[config.mk]
export PLATFORM = sky130hd
export DESIGN_NAME = i2s_slave_bit_transceiver
export DESIGN_NICKNAME = d
export VERILOG_FILES = /design/src/rtl/i2st_pkg.sv /design/src/rtl/i2s_slave_bit_transceiver.sv
export SDC_FILE = /design/constraint.sdc
export NUM_CORES = 1
export LEC_CHECK = 0
export ABC_AREA = 1
export BUFFER_PORTS_ARGS = -buffer_cell sky130_fd_sc_hd__buf_2
export CORE_MARGIN = 2
export CORE_UTILIZATION = 40
export DETAILED_ROUTE_END_ITERATION = 7
export HOLD_SLACK_MARGIN = 0.12
export MAX_ROUTING_LAYER = met4
export PLACE_DENSITY = 0.57
export SYNTH_ARGS = -nofsm -noshare
export SYNTH_HDL_FRONTEND = slang
export SYNTH_SLANG_ARGS = --single-unit
[constraint.sdc]
create_clock -name clk_i -period 3.6 [get_ports clk_i]
set_input_delay 0.18 -clock clk_i [delete_from_list [all_inputs] [get_ports clk_i]]
set_output_delay 0.18 -clock clk_i [all_outputs]
set_load 0.005 [all_outputs]
[src/rtl/i2st_pkg.sv]
// Package for the I2S slave bit transceiver: default parameters, beat layout.
// No dependencies; used by the top level and its checker.
`timescale 1ns / 1ps
`default_nettype none

package i2st_pkg;

  localparam int SAMPLE_BITS_DEF  = 24;
  localparam int SLOT_BITS_DEF    = 32;
  localparam int BLOCK_FRAMES_DEF = 64;

  localparam int TX_W   = 24;
  localparam int SLOT_W = 7;
  localparam int CNT_W  = 6;
  localparam int BI_W   = 7;

  // input beat
  localparam int IN_LRCK  = 0;
  localparam int IN_DIN   = 1;
  localparam int IN_TX_LO = 2;
  localparam int IN_W     = 32;

  // output beat
  localparam int OUT_DOUT    = 0;
  localparam int OUT_VALID   = 1;
  localparam int OUT_SMP_LO  = 2;
  localparam int OUT_SLOT_LO = OUT_SMP_LO + TX_W;
  localparam int OUT_BANK    = OUT_SLOT_LO + SLOT_W;
  localparam int OUT_DONE    = OUT_BANK + 1;
  localparam int OUT_ERR     = OUT_DONE + 1;
  localparam int OUT_W       = 40;

endpackage

`default_nettype wire

[src/rtl/i2s_slave_bit_transceiver.sv]
// I2S slave bit transceiver, one beat per rising bit clock edge.
// Depends on i2st_pkg.
//
// Usage: each input beat carries the LRCK level and DIN bit sampled at one
// rising bit clock edge plus the next word to transmit. Each beat yields
// exactly one output beat: the DOUT bit to drive after the following falling
// edge, a received word with slot index and bank when one completes, a block
// done flag and a slot length error flag.
// Each output beat is taken from the output register. Throughput: one beat
// per cycle while the receiver takes output beats; the full slot tracking, shift and
// transmit bit select sit between the accepted beat and the output register.
// The input side is ready whenever the output register is empty or is being
// taken in the same cycle, so a stalled receiver holds its beat and stalls
// the input after one beat.
// Reset: the block comes up muted and unsynced, with transfer lag 1 (I2S).
// Received words are given only after the first LRCK change to left.
// cfg_we_i writes the transfer lag bit; write it only while idle.
`timescale 1ns / 1ps
`default_nettype none

module i2s_slave_bit_transceiver #(
  parameter int SAMPLE_BITS  = i2st_pkg::SAMPLE_BITS_DEF,
  parameter int SLOT_BITS    = i2st_pkg::SLOT_BITS_DEF,
  parameter int BLOCK_FRAMES = i2st_pkg::BLOCK_FRAMES_DEF
) (
  input  wire logic                        clk_i,
  input  wire logic                        rst_ni,
  input  wire logic                        cfg_we_i,
  input  wire logic                        cfg_wdata_i,   // transfer_lag
  input  wire logic                        s_axis_tvalid,
  output logic                             s_axis_tready,
  // lrck_level[0], din_bit[1], tx_sample[25:2], zero fill
  input  wire logic [i2st_pkg::IN_W-1:0]   s_axis_tdata,
  output logic                             m_axis_tvalid,
  input  wire logic                        m_axis_tready,
  // dout_bit[0], rx_valid[1], rx_sample[25:2], rx_slot[32:26], rx_bank[33],
  // block_done[34], sync_error[35], zero fill
  output logic [i2st_pkg::OUT_W-1:0]       m_axis_tdata
);

  localparam int BPW = $clog2(2 * BLOCK_FRAMES + 1);
  localparam int TXW = i2st_pkg::TX_W;
  localparam int BIW = i2st_pkg::BI_W;
  localparam int CW  = i2st_pkg::CNT_W;

  localparam logic signed [BIW-1:0] BI_MSB  = BIW'(SAMPLE_BITS - 1);
  localparam logic signed [BIW-1:0] BI_LAG  = BIW'(SAMPLE_BITS - SLOT_BITS);
  localparam logic signed [BIW-1:0] BI_SLOT = BIW'(SLOT_BITS);
  localparam logic signed [BIW-1:0] BI_SAMP = BIW'(SAMPLE_BITS);
  localparam logic [CW-1:0]  CNT_LAST = CW'(SLOT_BITS - 1);
  localparam logic [CW-1:0]  CNT_SLOT = CW'(SLOT_BITS);
  localparam logic [CW-1:0]  CNT_MAX  = '1;
  localparam logic [BPW-1:0] POS_END  = BPW'(2 * BLOCK_FRAMES);

  logic                    lag_q;
  logic                    lrck_q, lrck_d;
  logic [CW-1:0]           cnt_q, cnt_d;
  logic signed [BIW-1:0]   bi_q, bi_d, bi_cur;
  logic [TXW-1:0]          rx_q, rx_d;
  logic [TXW-1:0]          tx_q, tx_d;
  logic                    await_q, await_d;
  logic [BPW-1:0]          pos_q, pos_d, pos_cur, pos_inc;
  logic                    bank_q, bank_d;

  logic                    m_valid_q;
  logic [i2st_pkg::OUT_W-1:0] m_data_q, m_data_d;

  logic                    lrck, din;
  logic [TXW-1:0]          txs;
  logic                    err, valid, done, dout;
  logic [TXW-1:0]          sample;
  logic [BPW-1:0]          slot;
  logic [BPW+i2st_pkg::SLOT_W-1:0] slot_ext;
  logic                    bank;
  logic [31:0]             tx_ext;
  logic                    acc;

  assign acc           = s_axis_tvalid && s_axis_tready;
  assign s_axis_tready = !m_valid_q || m_axis_tready;
  assign m_axis_tvalid = m_valid_q;
  assign m_axis_tdata  = m_data_q;

  assign lrck = s_axis_tdata[i2st_pkg::IN_LRCK];
  assign din  = s_axis_tdata[i2st_pkg::IN_DIN];
  assign txs  = s_axis_tdata[i2st_pkg::IN_TX_LO +: TXW];

  always_comb begin
    err     = 1'b0;
    lrck_d  = lrck_q;
    cnt_d   = cnt_q;
    bi_cur  = bi_q;
    await_d = await_q;
    pos_cur = pos_q;
    bank_d  = bank_q;
    rx_d    = rx_q;
    tx_d    = tx_q;
    valid   = 1'b0;
    done    = 1'b0;
    sample  = '0;
    slot    = '0;
    bank    = 1'b0;

    if (lrck != lrck_q) begin
      if (cnt_q != CNT_LAST && !await_q) begin
        err = 1'b1;
      end
      cnt_d  = '0;
      lrck_d = lrck;
      bi_cur = lag_q ? BI_LAG : BI_MSB;
      if (await_q && !lrck) begin
        await_d    = 1'b0;
        pos_cur[0] = lag_q;
      end
    end else begin
      if (cnt_q != CNT_MAX) begin
        cnt_d = cnt_q + 1'b1;
      end
      if (cnt_d >= CNT_SLOT && !await_q) begin
        err = 1'b1;
      end
    end

    if (bi_cur == BI_MSB) begin
      rx_d = {TXW{din}};
    end else if (bi_cur >= 0 && bi_cur < BI_MSB) begin
      rx_d = {rx_q[TXW-2:0], din};
    end

    bi_d = bi_cur - BIW'(1);
    if (bi_d < BI_LAG) begin
      bi_d = bi_d + BI_SLOT;
    end

    pos_d   = pos_cur;
    pos_inc = pos_cur + 1'b1;
    if (bi_d == BI_MSB && !await_d) begin
      valid  = 1'b1;
      sample = rx_d;
      slot   = pos_cur;
      bank   = bank_q;
      if (pos_inc >= POS_END) begin
        pos_d  = {{(BPW-1){1'b0}}, lag_q ? lrck : !lrck};
        bank_d = !bank_q;
        done   = 1'b1;
      end else begin
        pos_d = pos_inc;
      end
      tx_d = txs;
    end

    tx_ext = {{(32-TXW){tx_d[TXW-1]}}, tx_d};
    dout   = 1'b0;
    if (bi_d >= 0 && bi_d < BI_SAMP) begin
      dout = tx_ext[bi_d[4:0]];
    end

    slot_ext = {{i2st_pkg::SLOT_W{1'b0}}, slot};
    m_data_d = '0;
    m_data_d[i2st_pkg::OUT_DOUT]                    = dout;
    m_data_d[i2st_pkg::OUT_VALID]                   = valid;
    m_data_d[i2st_pkg::OUT_SMP_LO +: TXW]           = sample;
    m_data_d[i2st_pkg::OUT_SLOT_LO +: i2st_pkg::SLOT_W] = slot_ext[i2st_pkg::SLOT_W-1:0];
    m_data_d[i2st_pkg::OUT_BANK]                    = bank;
    m_data_d[i2st_pkg::OUT_DONE]                    = done;
    m_data_d[i2st_pkg::OUT_ERR]                     = err;
  end

  always_ff @(posedge clk_i or negedge rst_ni) begin
    if (!rst_ni) begin
      lag_q   <= 1'b1;
      lrck_q  <= 1'b0;
      cnt_q   <= '0;
      bi_q    <= '1;
      rx_q    <= '0;
      tx_q    <= '0;
      await_q <= 1'b1;
      pos_q   <= '0;
      bank_q  <= 1'b0;
    end else begin
      if (cfg_we_i) begin
        lag_q <= cfg_wdata_i;
      end
      if (acc) begin
        lrck_q  <= lrck_d;
        cnt_q   <= cnt_d;
        bi_q    <= bi_d;
        rx_q    <= rx_d;
        tx_q    <= tx_d;
        await_q <= await_d;
        pos_q   <= pos_d;
        bank_q  <= bank_d;
      end
    end
  end

  always_ff @(posedge clk_i or negedge rst_ni) begin
    if (!rst_ni) begin
      m_valid_q <= 1'b0;
    end else if (acc) begin
      m_valid_q <= 1'b1;
    end else if (m_axis_tready) begin
      m_valid_q <= 1'b0;
    end
  end

  always_ff @(posedge clk_i) begin
    if (acc) begin
      m_data_q <= m_data_d;
    end
  end

endmodule

`default_nettype wire

==> impl_results.rst <==
.. list-table::
   :header-rows: 1

   * - Metric
     - Value
   * - Outcome
     - finished clean
   * - Final worst path period share
     - 0.893
   * - Share of synthesized area occupied by flip-flops and latches
     - 0.518
   * - FF+latch count, synth
     - 110
   * - Core area
     - about 14000 um^2
   * - First-pass GRT wire length
     - 21.9 mm
   * - Post-Syn Area per Cell
     - 8.10 um^2
   * - F_max
     - around 310 MHz
   * - Filler cell count in the final layout
     - around 1300
   * - X dimension of the die
     - 123 um
   * - Worst hold path class
     - in2reg
   * - Detail Route met3 WL
     - 627 um
   * - Post-route setup TNS
     - 0 ns
   * - Multi-input gate area in the final layout
     - 2220 um^2
   * - RSZ-0062 raised after global routing
     - false
   * - Number of antenna violations at the first check in global routing
     - 0
   * - Hold Crit Start
     - s_axis_tdata[1]
   * - Number of levels the H-tree was split into
     - 3
   * - Starting utilization of the core area
     - 0.409
   * - Standard cell with the maximum stage delay on the critical path
     - sky130_fd_sc_hd__dfrtp_2
   * - Wire length reported by the detailed router
     - 12.7 mm
   * - CTS sink count
     - 110
   * - Crit start category
     - flip-flop
   * - Peak fanout along the critical path
     - 7
   * - First drt pass iteration count
     - 5
   * - Global-route usage over all layers
     - 0.189
   * - DRC
     - 0
   * - Pin count of the biggest net entering global routing
     - 48
   * - Die Outline Area
     - 15200 um^2
   * - Worst flop-to-flop path startpoint
     - lrck_q
   * - Clock-pin transition on the worst setup and hold timing paths
     - 0.07 ns
   * - DPL Wire Length
     - 8.76 mm
   * - Cell variety after synth
     - 44
   * - Overall via count from detail_route
     - 4712
   * - Uppermost routed layer
     - met4
   * - Height of the die
     - between 100 and 150 um
   * - Delay of the slowest critical-path stage
     - 0.45 ns
   * - Leading cell type in the layout, fill and taps excluded
     - sky130_fd_sc_hd__nand2_1
   * - Min cycle time layout
     - 3.22 ns
   * - Cell leakage power
     - 3.34 nW
   * - Total clock buffers created by CTS
     - 9
   * - Post-DR vias/cell
     - a little under 5
   * - Async set or reset register ratio after synthesis
     - 0.673
   * - Total global routing overflow
     - 0
   * - Fraction of final layout cells with drive strength greater than 1
     - 0.186
   * - Ratio of total power to cell area
     - 618 nW/um^2
   * - Core utilization of the finished layout
     - 0.497
   * - WP buf/inv
     - 3
   * - Boundary pin count
     - 80
   * - Fin Clk Skew
     - about 0.0082 ns
   * - Weighted congestion reported at the end of routability-driven placement
     - 0.908
   * - 1st-iter DRT viols
     - 348
   * - DRT met1 WL
     - roughly 5.6 mm
   * - Register-to-register setup slack
     - about 0.38 ns
   * - Largest voltage drop on the vdd net
     - 273 uV
   * - Total length of routed met2 wires
     - 6.38 mm
   * - Layout overhead on the synthesized area
     - 21.5%
   * - Vias in the first global route
     - 4798
   * - End of the worst register-to-register path
     - m_axis_tdata[0]
   * - Antenna diode count
     - 0
   * - Clock network latency to the later pin of the worst-skew pair
     - roughly 0.36 ns
   * - Endpoints failing hold
     - 0
   * - Least-Margin Pin Slew
     - 0.729 ns
   * - YS warnings
     - 0
   * - Post-DRT Antenna Nets
     - 0
   * - Critical Path Sink Type
     - flip-flop
   * - Most used flip-flop cell after synthesis
     - sky130_fd_sc_hd__dfrtp_1
   * - Final-stage net count
     - 838
   * - Worst hold path depth
     - 3
   * - Reg area
     - 2950 um^2
   * - CTS tree
     - yes
   * - Number of port buffers
     - between 60 and 70
   * - Required time at the worst-slack endpoint
     - 3.70 ns
   * - Startpoint of the most critical setup path
     - lrck_q
   * - Cell depth of the worst flop-to-flop path
     - 25
   * - Post-synth EDFFs
     - 36
   * - Average wire length per cell after detail routing
     - 13.0 um
   * - Setup-failing EPs final
     - 0
   * - Cell repeated most along the worst path
     - sky130_fd_sc_hd__nand2_1
   * - Most frequent cells in the layout
     - sky130_fd_sc_hd__nand2_1 (172), sky130_fd_sc_hd__inv_1 (98), sky130_fd_sc_hd__o21ai_0 (95)
   * - Critical path's top delay family
     - simple AND/OR/NAND/NOR gates
   * - Cell Area, Synth
     - between 5000 and 6000 um^2
   * - Critical path class
     - reg2reg
   * - Max-Slew Margin vs Limit
     - 0.514
   * - Hold worst-path end
     - rx_q[0]
   * - Cell count after synthesis
     - 701
   * - Max-slew violation count
     - 0
   * - Max-cap violations
     - 0
   * - Arrival time of the worst setup path
     - 3.32 ns
   * - Number of placement rows
     - 43
   * - Clock Root Buffer
     - sky130_fd_sc_hd__clkbuf_16
   * - Clock Path Buffers
     - 2
synthesized netlist by cell type, types with 4 or more instances:
cell type / number / area share
sky130_fd_sc_hd__nand3_2: 5 / 0.0088
sky130_fd_sc_hd__nand4_1: 4 / 0.0044
sky130_fd_sc_hd__inv_2: 4 / 0.0026
sky130_fd_sc_hd__a21oi_1: 9 / 0.0079
sky130_fd_sc_hd__xor2_1: 4 / 0.0062
sky130_fd_sc_hd__inv_1: 98 / 0.065
sky130_fd_sc_hd__dfstp_2: 9 / 0.042
sky130_fd_sc_hd__nor2_1: 49 / 0.032
sky130_fd_sc_hd__clkbuf_1: 22 / 0.015
sky130_fd_sc_hd__buf_2: 7 / 0.0062
sky130_fd_sc_hd__buf_4: 4 / 0.0053
sky130_fd_sc_hd__nand3_1: 53 / 0.047
sky130_fd_sc_hd__nand2_1: 173 / 0.11
sky130_fd_sc_hd__nand2_4: 4 / 0.0079
sky130_fd_sc_hd__edfxtp_1: 36 / 0.19
sky130_fd_sc_hd__o21ai_1: 14 / 0.012
sky130_fd_sc_hd__dfrtp_1: 65 / 0.29
sky130_fd_sc_hd__nand2_2: 7 / 0.0077
sky130_fd_sc_hd__o21ai_0: 95 / 0.084
sky130_fd_sc_hd__nor3_1: 8 / 0.0071
sky130_fd_sc_hd__ha_1: 4 / 0.0088
cell type report:
| class | count | area share |
|---|---|---|
| repair buffers | 116 | 0.113 |
| clock inverters | 6 | 0.0132 |
| multi-input cells | 454 | 0.321 |
| inverters | 105 | 0.0580 |
| well taps | 180 | 0.0326 |
| clock buffers | 10 | 0.0346 |
| flip-flops and latches | 110 | 0.427 |
repair_timing:
| action | 4_1_cts | 5_1_grt |
|---|---|---|
| gates resized for setup | 0 | 8 |
| buffers inserted | 0 | 1 |
| hold buffers | 28 | 0 |
| setup endpoints to repair | 0 | 33 |
| endpoints found under the hold margin | 50 | 0 |
how the worst max path moves through the flow:
stage | to | slack (ns) | depth (start not counted)
5_1_grt | m_axis_tdata[0] | 0.01 | 25
4_1_cts | pos_q[6] | 0.06 | 23
6_report | m_axis_tdata[0] | 0.38 | 25
3_5_place_dp | pos_q[6] | 0.11 | 22
3_3_place_gp | m_axis_tdata[0] | 0.16 | 25
2_1_floorplan | m_axis_tdata[0] | 0.59 | 24
kinds of logic after synthesis:
logic type,share of synthesized area
AOI/OAI and AO/OA,0.119
xor gates and xnor gates,0.00617
adders and majority gates,0.00881
buffers and inverters,0.100
DFF,0.518
muxes,0.00176
other,0.000660
and+or+nand+nor,0.245
state kept, by name (all words and copies together) (netlist names):
name and count:
m_axis_tdata 36, rx_q 24, tx_q 24, pos_q 8, bi_q 7, cnt_q 6, await_q 1, bank_q 1
lag_q 1, lrck_q 1, m_axis_tvalid 1
stage by stage:
step	total power [mW]	setup WS [ns]	area (um^2)	instances	hold WS [ns]
CTS	4.29	0.0601	6860	980	0.168
global route	4.63	0.0126	6900	981	0.198
floorplan	2.78	0.590	5690	704	-0.116
detailed placement	3.15	0.108	6250	936	0.266
finish	4.27	0.384	6900	981	0.172
global placement	3.11	0.162	6250	936	0.259
power by group:
group | total (mW) | switching (mW) | internal [mW] | leakage (nW)
Combinational | 1.42 | 0.906 | 0.515 | 1.91
Clock | 1.09 | 0.459 | 0.634 | 0.163
Sequential | 1.75 | 0.144 | 1.61 | 1.27
Total | 4.27 | 1.51 | 2.76 | 3.34
metal layers:
metal | track usage | vias to the layer above
li1 | - | 2429
met1 | 0.211 | 2158
met2 | 0.331 | 115
met3 | 0.0484 | 10
met4 | 0.0604 | 0
met5 | - | -
worst reg2reg max path, delay by kind of cell, from the launching register on:
kind	cells	cell delay (ns)
compound gates	2	0.14
fa+ha+maj	1	0.29
buf+inv	3	0.41
simple gates	19	1.66
flops	1	0.45
(Power assumes the default switching activity.)
